<file path="config.mk">
export PLATFORM = sky130hd
export DESIGN_NAME = seven_segment_serial_display
export DESIGN_NICKNAME = d
export VERILOG_FILES = /design/src/hdl/sssd_pkg.sv /design/src/hdl/sssd_ctrl.sv /design/src/hdl/sssd_datapath.sv /design/src/hdl/seven_segment_serial_display.sv
export SDC_FILE = /design/constraint.sdc
export NUM_CORES = 1
export LEC_CHECK = 0
export BUFFER_PORTS_ARGS = -buffer_cell sky130_fd_sc_hd__buf_2
export CORE_ASPECT_RATIO = 0.8
export CORE_MARGIN = 3
export CORE_UTILIZATION = 23
export DETAILED_ROUTE_END_ITERATION = 6
export PLACE_DENSITY = 0.54
export SETUP_SLACK_MARGIN = 0.4
export SLEW_MARGIN = 10
export SYNTH_ARGS = -nofsm -noshare
export SYNTH_HDL_FRONTEND = slang
export SYNTH_SLANG_ARGS = --single-unit
</file>
<file path="constraint.sdc">
create_clock -name clk -period 2.7 [get_ports clk]
set_input_delay 0.27 -clock clk [delete_from_list [all_inputs] [get_ports clk]]
set_output_delay 0.27 -clock clk [all_outputs]
set_load 0.01 [all_outputs]
</file>
<file path="src/hdl/sssd_pkg.sv">
// Shared types, constants and tables for the seven-segment serial display.
// Used by sssd_ctrl, sssd_datapath and seven_segment_serial_display.
package sssd_pkg;

  // Number of digit slots shown (1 to 4)
  localparam int DIGIT_COUNT = 4;
  // Largest value the digits can show
  localparam int MAX_SHOWN   = (10 ** DIGIT_COUNT) - 1;
  // Slot of the last byte in a frame and top slot of the extraction
  localparam logic [1:0] SLOT_LAST = 2'(DIGIT_COUNT - 1);
  // Largest decimal digit
  localparam logic [3:0] DIGIT_MAX = 4'd9;
  localparam logic [2:0] BIT_LAST  = 3'd7;

  // Register indexes
  typedef enum logic {
    REG_SLOT_ORDER  = 1'b0,
    REG_HALF_PERIOD = 1'b1
  } sssd_reg_t;

  localparam logic [9:0] HALF_PERIOD_RESET = 10'd32;

  // Controller to datapath commands
  typedef struct packed {
    logic load;         // capture and saturate the request value
    logic sub;          // subtract current power of ten
    logic store_digit;  // store digit, step to next lower slot
    logic emit;         // load next bit into the output register
  } sssd_cmd_t;

  // Datapath to controller status
  typedef struct packed {
    logic sub_ok;     // remainder covers one more power and digit below 9
    logic ext_last;   // extracting slot 0
    logic out_free;   // output register can take a bit this cycle
    logic send_last;  // next bit is the last of the frame
  } sssd_status_t;

  // Power of ten for a digit slot
  function automatic logic [13:0] tens_power(input logic [1:0] slot);
    logic [13:0] p;
    case (slot)
      2'd0:    p = 14'd1;
      2'd1:    p = 14'd10;
      2'd2:    p = 14'd100;
      2'd3:    p = 14'd1000;
      default: p = 14'd1;
    endcase
    return p;
  endfunction

  // Segment byte: A at bit 0 through G at bit 6
  function automatic logic [7:0] seg_pattern(input logic [3:0] digit);
    logic [7:0] s;
    case (digit)
      4'd0:    s = 8'h3F;
      4'd1:    s = 8'h06;
      4'd2:    s = 8'h5B;
      4'd3:    s = 8'h4F;
      4'd4:    s = 8'h66;
      4'd5:    s = 8'h6D;
      4'd6:    s = 8'h7D;
      4'd7:    s = 8'h27;
      4'd8:    s = 8'h7F;
      4'd9:    s = 8'h6F;
      default: s = 8'h00;
    endcase
    return s;
  endfunction

endpackage

</file>
<file path="src/hdl/sssd_ctrl.sv">
// Controller state machine: accepts a request, steps digit extraction, then
// paces the serial bits. Depends on sssd_pkg for command and status types.
module sssd_ctrl (
  input  logic                 clk,
  input  logic                 rst,
  input  logic                 in_valid,
  output logic                 in_stall,
  input  sssd_pkg::sssd_status_t status,
  output sssd_pkg::sssd_cmd_t    cmd
);
  import sssd_pkg::*;

  typedef enum logic [2:0] {
    ST_IDLE    = 3'b001,
    ST_EXTRACT = 3'b010,
    ST_SEND    = 3'b100
  } state_t;

  state_t state;
  state_t state_next;

  // State register
  always_ff @(posedge clk) begin
    if (rst) begin
      state <= ST_IDLE;
    end else begin
      state <= state_next;
    end
  end

  // Next state and commands
  always_comb begin
    state_next = state;
    cmd        = '0;
    in_stall   = 1'b1;
    case (state)
      ST_IDLE: begin
        // no request is taken while in reset
        in_stall = rst;
        if (in_valid && !rst) begin
          cmd.load   = 1'b1;
          state_next = ST_EXTRACT;
        end
      end
      ST_EXTRACT: begin
        if (status.sub_ok) begin
          cmd.sub = 1'b1;
        end else begin
          cmd.store_digit = 1'b1;
          if (status.ext_last) state_next = ST_SEND;
        end
      end
      ST_SEND: begin
        if (status.out_free) begin
          cmd.emit = 1'b1;
          if (status.send_last) state_next = ST_IDLE;
        end
      end
      default: begin
        state_next = ST_IDLE;
      end
    endcase
  end

endmodule

</file>
<file path="src/hdl/sssd_datapath.sv">
// Datapath: saturation, subtract-based digit extraction, digit store,
// segment lookup and the output register. Depends on sssd_pkg.
module sssd_datapath (
  input  logic                   clk,
  input  logic                   rst,
  input  sssd_pkg::sssd_cmd_t    cmd,
  output sssd_pkg::sssd_status_t status,
  input  logic                   slot_order,
  input  logic [15:0]            value,
  output logic                   out_valid,
  input  logic                   out_stall,
  output logic                   segment_bit,
  output logic [1:0]             digit_slot,
  output logic [2:0]             bit_index,
  output logic                   overflow,
  output logic                   frame_end
);
  import sssd_pkg::*;

  logic [13:0] remainder_value;
  logic [3:0]  digit;
  logic [1:0]  ext_slot;
  logic        ovf;
  logic [3:0]  digit_store [4];
  logic [1:0]  send_count;
  logic [2:0]  bit_count;

  logic [13:0] power;
  logic [1:0]  send_slot;
  logic [7:0]  segments;
  logic        saturate;
  logic        last_bit;

  assign power     = tens_power(ext_slot);
  assign saturate  = value > 16'(MAX_SHOWN);
  assign send_slot = slot_order ? send_count : SLOT_LAST - send_count;
  assign segments  = seg_pattern(digit_store[send_slot]);
  assign last_bit  = (send_count == SLOT_LAST) && (bit_count == BIT_LAST);

  assign status.sub_ok    = (remainder_value >= power) && (digit != DIGIT_MAX);
  assign status.ext_last  = (ext_slot == 2'd0);
  assign status.out_free  = !out_valid || !out_stall;
  assign status.send_last = last_bit;

  // Extraction: one subtraction per cycle, one store per digit
  always_ff @(posedge clk) begin
    if (cmd.load) begin
      remainder_value <= saturate ? 14'(MAX_SHOWN) : value[13:0];
      ovf             <= saturate;
      digit           <= '0;
      ext_slot        <= SLOT_LAST;
    end else if (cmd.sub) begin
      remainder_value <= remainder_value - power;
      digit           <= digit + 4'd1;
    end else if (cmd.store_digit) begin
      digit_store[ext_slot] <= digit;
      digit                 <= '0;
      ext_slot              <= ext_slot - 2'd1;
    end
  end

  // Send counters
  always_ff @(posedge clk) begin
    if (rst) begin
      send_count <= '0;
      bit_count  <= '0;
    end else if (cmd.load) begin
      send_count <= '0;
      bit_count  <= '0;
    end else if (cmd.emit) begin
      bit_count <= bit_count + 3'd1;
      if (bit_count == BIT_LAST) send_count <= send_count + 2'd1;
    end
  end

  // Output register valid
  always_ff @(posedge clk) begin
    if (rst) begin
      out_valid <= 1'b0;
    end else if (cmd.emit) begin
      out_valid <= 1'b1;
    end else if (!out_stall) begin
      out_valid <= 1'b0;
    end
  end

  // Output register payload
  always_ff @(posedge clk) begin
    if (cmd.emit) begin
      segment_bit <= segments[bit_count];
      digit_slot  <= send_slot;
      bit_index   <= bit_count;
      overflow    <= ovf;
      frame_end   <= last_bit;
    end
  end

endmodule

</file>
<file path="src/hdl/seven_segment_serial_display.sv">
// Top level of the seven-segment serial display: configuration registers,
// controller and datapath. Depends on sssd_pkg, sssd_ctrl, sssd_datapath.
//
// Each request carries a 16-bit value; values above 9999 show as 9999 with
// overflow set on every bit of the frame. The value is split into four
// decimal digits by a single shared subtractor, one subtraction per cycle
// plus a separate store step per digit. The 32 segment bits
// (segment A first within each byte) then leave through a one-bit output
// register at one per cycle while the output is not stalled, the last one
// flagged frame_end. The next request is accepted once the last bit has been
// loaded into the output register. slot_order = 1 sends slot 0 (units)
// first, 0 sends the top slot first. half_period_cycles is held for the
// downstream pin driver that generates shift clock and strobe; it does not
// change the bit stream. Registers: 0 slot_order, 4 half_period_cycles.
module seven_segment_serial_display (
  input  logic        clk,
  input  logic        rst,
  // APB configuration port
  input  logic        psel,
  input  logic        penable,
  input  logic        pwrite,
  input  logic [2:0]  paddr,
  input  logic [31:0] pwdata,
  output logic [31:0] prdata,
  output logic        pready,
  // Request channel
  input  logic        in_valid,
  output logic        in_stall,
  input  logic [15:0] value,
  // Result channel
  output logic        out_valid,
  input  logic        out_stall,
  output logic        segment_bit,
  output logic [1:0]  digit_slot,
  output logic [2:0]  bit_index,
  output logic        overflow,
  output logic        frame_end
);
  import sssd_pkg::*;

  logic         slot_order;
  logic [9:0]   half_period_cycles;
  logic         cfg_write;
  sssd_reg_t    reg_sel;
  sssd_cmd_t    cmd;
  sssd_status_t status;

  assign pready    = 1'b1;
  assign reg_sel   = sssd_reg_t'(paddr[2]);
  assign cfg_write = psel && penable && pwrite && pready;

  // Configuration registers
  always_ff @(posedge clk) begin
    if (rst) begin
      slot_order         <= 1'b0;
      half_period_cycles <= HALF_PERIOD_RESET;
    end else if (cfg_write) begin
      case (reg_sel)
        REG_SLOT_ORDER:  slot_order         <= pwdata[0];
        REG_HALF_PERIOD: half_period_cycles <= pwdata[9:0];
        default: ;
      endcase
    end
  end

  // Register read-back
  always_comb begin
    case (reg_sel)
      REG_SLOT_ORDER:  prdata = {31'd0, slot_order};
      REG_HALF_PERIOD: prdata = {22'd0, half_period_cycles};
      default:         prdata = '0;
    endcase
  end

  sssd_ctrl u_ctrl (
    .clk      (clk),
    .rst      (rst),
    .in_valid (in_valid),
    .in_stall (in_stall),
    .status   (status),
    .cmd      (cmd)
  );

  sssd_datapath u_datapath (
    .clk         (clk),
    .rst         (rst),
    .cmd         (cmd),
    .status      (status),
    .slot_order  (slot_order),
    .value       (value),
    .out_valid   (out_valid),
    .out_stall   (out_stall),
    .segment_bit (segment_bit),
    .digit_slot  (digit_slot),
    .bit_index   (bit_index),
    .overflow    (overflow),
    .frame_end   (frame_end)
  );

endmodule

</file>
==> flow_summary.ini <==
[logic_synthesis]
yosysWarnings = 0
synth_enable_flop_cells = 39
synth.yosys.seq_area_share_pct = 44.84
syn_avg_cell_area_um2 = 10.17
asyncSetResetFlopFracSynth_pct = 0
synth-seq-cells = 65
synth-main-ff-cell = sky130_fd_sc_hd__edfxtp_1
post_synth_instance_area_um2 = 3772
netlist-cell-type-count = 54
synthesis.instances = 371

[place]
dp_hpwl_um = 6353
place.detailed.instances = 649
buffer_ports.inserted = 53
placed_area_um2 = 4476
gp_routability_congestion = 0.7924

[floorplan]
io_pins = 101
rows = 41
floorplan.die_area_um2 = 17980
die_width_um = 149.2
start_util_pct = 23.72
die_h_um = 120.6
fp.coreArea_um2 = 15900

[global_routing]
antenna_found_initial = 0
grt-ovfl-total = 0
via_count_of_the_first_global_routing_pass = 2869
wire_length_of_the_first_global_routing_pass_um = 13990
grt_max_degree = 26
track_usage_pct = 9.759

[cells_and_area]
layout.cell_area.non_filler_um2 = 5230
finish.utilization_pct = 32.89
final_layout_size_suffix_gt1_share_pct = 38.05
syn2layout_area_growth_pct = 38.64
final.fill_count = 1651
layout.cells.most_common_list = sky130_fd_sc_hd__buf_2, sky130_fd_sc_hd__buf_4, sky130_fd_sc_hd__edfxtp_1
layout.cells.non_filler = 688
net_total_in_the_final_layout = 552
antennaDiodeCount = 0
mostFrequentLayoutCell = sky130_fd_sc_hd__buf_2

[critical_path]
cp-endpoint = u_datapath.digit_store[3][1]
required_time_of_the_critical_path_ns = 2.79
r2r_end = u_datapath.digit_store[3][1]
data_arrival_time_of_the_critical_path_ns = 2.70
setup.reg_to_reg.worst_slack_ns = 0.1
critPathKind = flop to flop
rr_startpoint = u_datapath.ext_slot[0]
timing.critical_path.from = u_datapath.ext_slot[0]
critPathMaxFanout = 6
worst_setup_path_end_kind = flop
setup.worst_path.start_class = flop
rr_worst_depth = 12

[pwr]
power-per-cell-area_nw_per_um2 = 588.6
p_sw_share_pct = 28.60
power.ir.vdd_worst_v = 0.0003227
p_sw_mw = 0.8802
intPower_mw = 2.198
clock_power_share_pct = 37.7
power_frac_seq_pct = 39.5
power.combinational.fraction_pct = 22.8
leakagePower_nw = 2.100

[clock_network]
clk_path_buf_depth = 2
cts.root.buffer_cell = sky130_fd_sc_hd__clkbuf_16
postCtsHoldBufs = 0
tritoncts = done
cts.htree.levels = 3
clock_latency_ns = 0.33
cts.reportedPaths.clkPinSlew_ns = 0.06
clkSinkCount = 65
cts-buffers-inserted = 9

[routing]
detail_route.first_pass.iterations = 4
post_drt_via_cell_ratio = 4.267
routed_wirelength_um = 8864
routedWlPerCell_um = 12.88
final_antenna_net_count = 0
detailroute.via_count = 2936
remaining_drc_errors = 0
first_iter_violations = 95

[timing]
max_freq_ghz = 0.3841
post_route_clock_period_utilization_pct = 96.44
final_slew_viol_count = 0
report.final.setup_viol = 0
skew_ns = 0.007311
worst_hold_slack_ns = 0.1620
worst_slew_pin_slew_ns = 0.5804
final-hold-violation-count = 0
grt_setup_unrepaired = true
post-route-min-period_ns = 2.604
worst_case_headroom_to_the_max_slew_limit_pct = 61.16

[min_path]
timing.hold.worst.class = input pin to flop

[flow_run]
maxCapViolations = 0

[run_status]
run_status = completed
[metrics by stage]
step / worst slack, ns / setup TNS (ns) / power [mW]
floorplan: 0.1954 / 0 / 1.623
global placement: 0.01909 / 0 / 1.758
detailed placement: -0.009763 / -0.1284 / 1.775
CTS: 0.1392 / 0 / 3.009
global route: 0.006281 / 0 / 3.243
finish: 0.09620 / 0 / 3.078
[registers in the layout (all words and copies together) (netlist names)]
register,flops
u_datapath.digit_store,16
u_datapath.remainder_value,14
half_period_cycles,10
u_datapath.digit,4
u_ctrl.state,3
u_datapath.bit_count,3
u_datapath.bit_index,3
u_datapath.digit_slot,2
u_datapath.ext_slot,2
u_datapath.send_count,2
slot_order,1
u_datapath.frame_end,1
u_datapath.out_valid,1
u_datapath.overflow,1
u_datapath.ovf,1
u_datapath.segment_bit,1
[synthesized netlist by cell type (5+ instances only)]
library cell               instances  area (µm²)
sky130_fd_sc_hd__and2_1           11       68.82
sky130_fd_sc_hd__ha_1             25       312.8
sky130_fd_sc_hd__nor2_1           20       75.07
sky130_fd_sc_hd__clkbuf_1         10       37.54
sky130_fd_sc_hd__xnor2_1           7       61.31
sky130_fd_sc_hd__a21oi_1          30       150.1
sky130_fd_sc_hd__nand2_1          39       146.4
sky130_fd_sc_hd__dfxtp_1          26       520.5
sky130_fd_sc_hd__mux2i_1           6       60.06
sky130_fd_sc_hd__nor3_1           19       95.09
sky130_fd_sc_hd__a21o_1            5       37.54
sky130_fd_sc_hd__xor2_1           10       87.58
sky130_fd_sc_hd__o21ai_0          15       75.07
sky130_fd_sc_hd__nand3_1          11       55.05
sky130_fd_sc_hd__buf_4            23       172.7
sky130_fd_sc_hd__edfxtp_1         39        1171
sky130_fd_sc_hd__inv_1            14       52.55
[kinds of logic after synthesis]
| family | Yosys count | share of synthesized area [%] |
|---|---|---|
| other | 2 | 0.1991 |
| XOR/XNOR | 17 | 3.947 |
| AND/OR/NAND/NOR | 126 | 16.68 |
| buffers and inverters | 51 | 7.595 |
| adder cells (fa/ha/maj) | 26 | 8.823 |
| flip-flops | 65 | 44.84 |
| multiplexers | 15 | 6.832 |
| AO/OA/AOI/OAI | 69 | 11.08 |
[critical path: stages, from the launching register on]
cell                       delay (ns)
sky130_fd_sc_hd__dfxtp_4         0.39
sky130_fd_sc_hd__inv_4           0.06
sky130_fd_sc_hd__ha_4            0.16
sky130_fd_sc_hd__ha_4            0.16
sky130_fd_sc_hd__fa_2            0.35
sky130_fd_sc_hd__nor2b_2         0.15
sky130_fd_sc_hd__o21ai_2         0.08
sky130_fd_sc_hd__a21boi_2        0.22
sky130_fd_sc_hd__o21bai_4        0.12
sky130_fd_sc_hd__a21boi_4        0.30
sky130_fd_sc_hd__buf_4           0.17
sky130_fd_sc_hd__nor3_2          0.03
sky130_fd_sc_hd__buf_4           0.16
[area by class of cell]
type,instances,area (µm²),area share [%]
Clock inverter,6,67.56,1.292
Tap cell,215,269.0,5.144
Inverter,15,76.32,1.459
Multi-Input combinational cell,277,2247,42.97
Clock buffer,10,229.0,4.378
Sequential cell,65,1704,32.58
Timing Repair Buffer,100,636.9,12.18
[layer usage]
| layer | GRT usage [%] | vias to the layer above | part of all wire [%] |
|---|---|---|---|
| li1 | - | 1477 | - |
| met3 | 2.848 | 5 | 3.5 |
| met2 | 16.16 | 43 | 50 |
| met4 | 2.859 | 0 | 0.68 |
| met1 | 12.38 | 1411 | 46 |
| met5 | 0 | - | 0 |
[how the worst min path moves through the flow]
stage                                     start  cells after the start                     to
after global routing                  pwdata[6]                      3  half_period_cycles[6]
after CTS                             pwdata[5]                      3  half_period_cycles[5]
after detailed placement         u_datapath.ovf                      0    u_datapath.overflow
after floorplan                       pwdata[5]                      2  half_period_cycles[5]
after global placement    half_period_cycles[1]                      2  half_period_cycles[1]
final                                 pwdata[5]                      3  half_period_cycles[5]
[power groups by stage]
stage                     clock network, mW  logic (mW)  registers [mW]
final                                  1.16       0.702            1.21
after detailed placement                  0       0.549            1.23
after CTS                              1.19       0.607            1.21
after floorplan                           0       0.414            1.21
after global placement                    0       0.537            1.22
after global routing                   1.24       0.781            1.22
[timing repair]
action / 4_1_cts / 5_1_grt
pin swaps: 15 / 32
gates cloned: 0 / 1
resized for setup: 27 / 42
endpoints found under the setup margin: 46 / 50
buffers inserted: 9 / 13
Note: power is estimated with default switching activity, not from simulation.
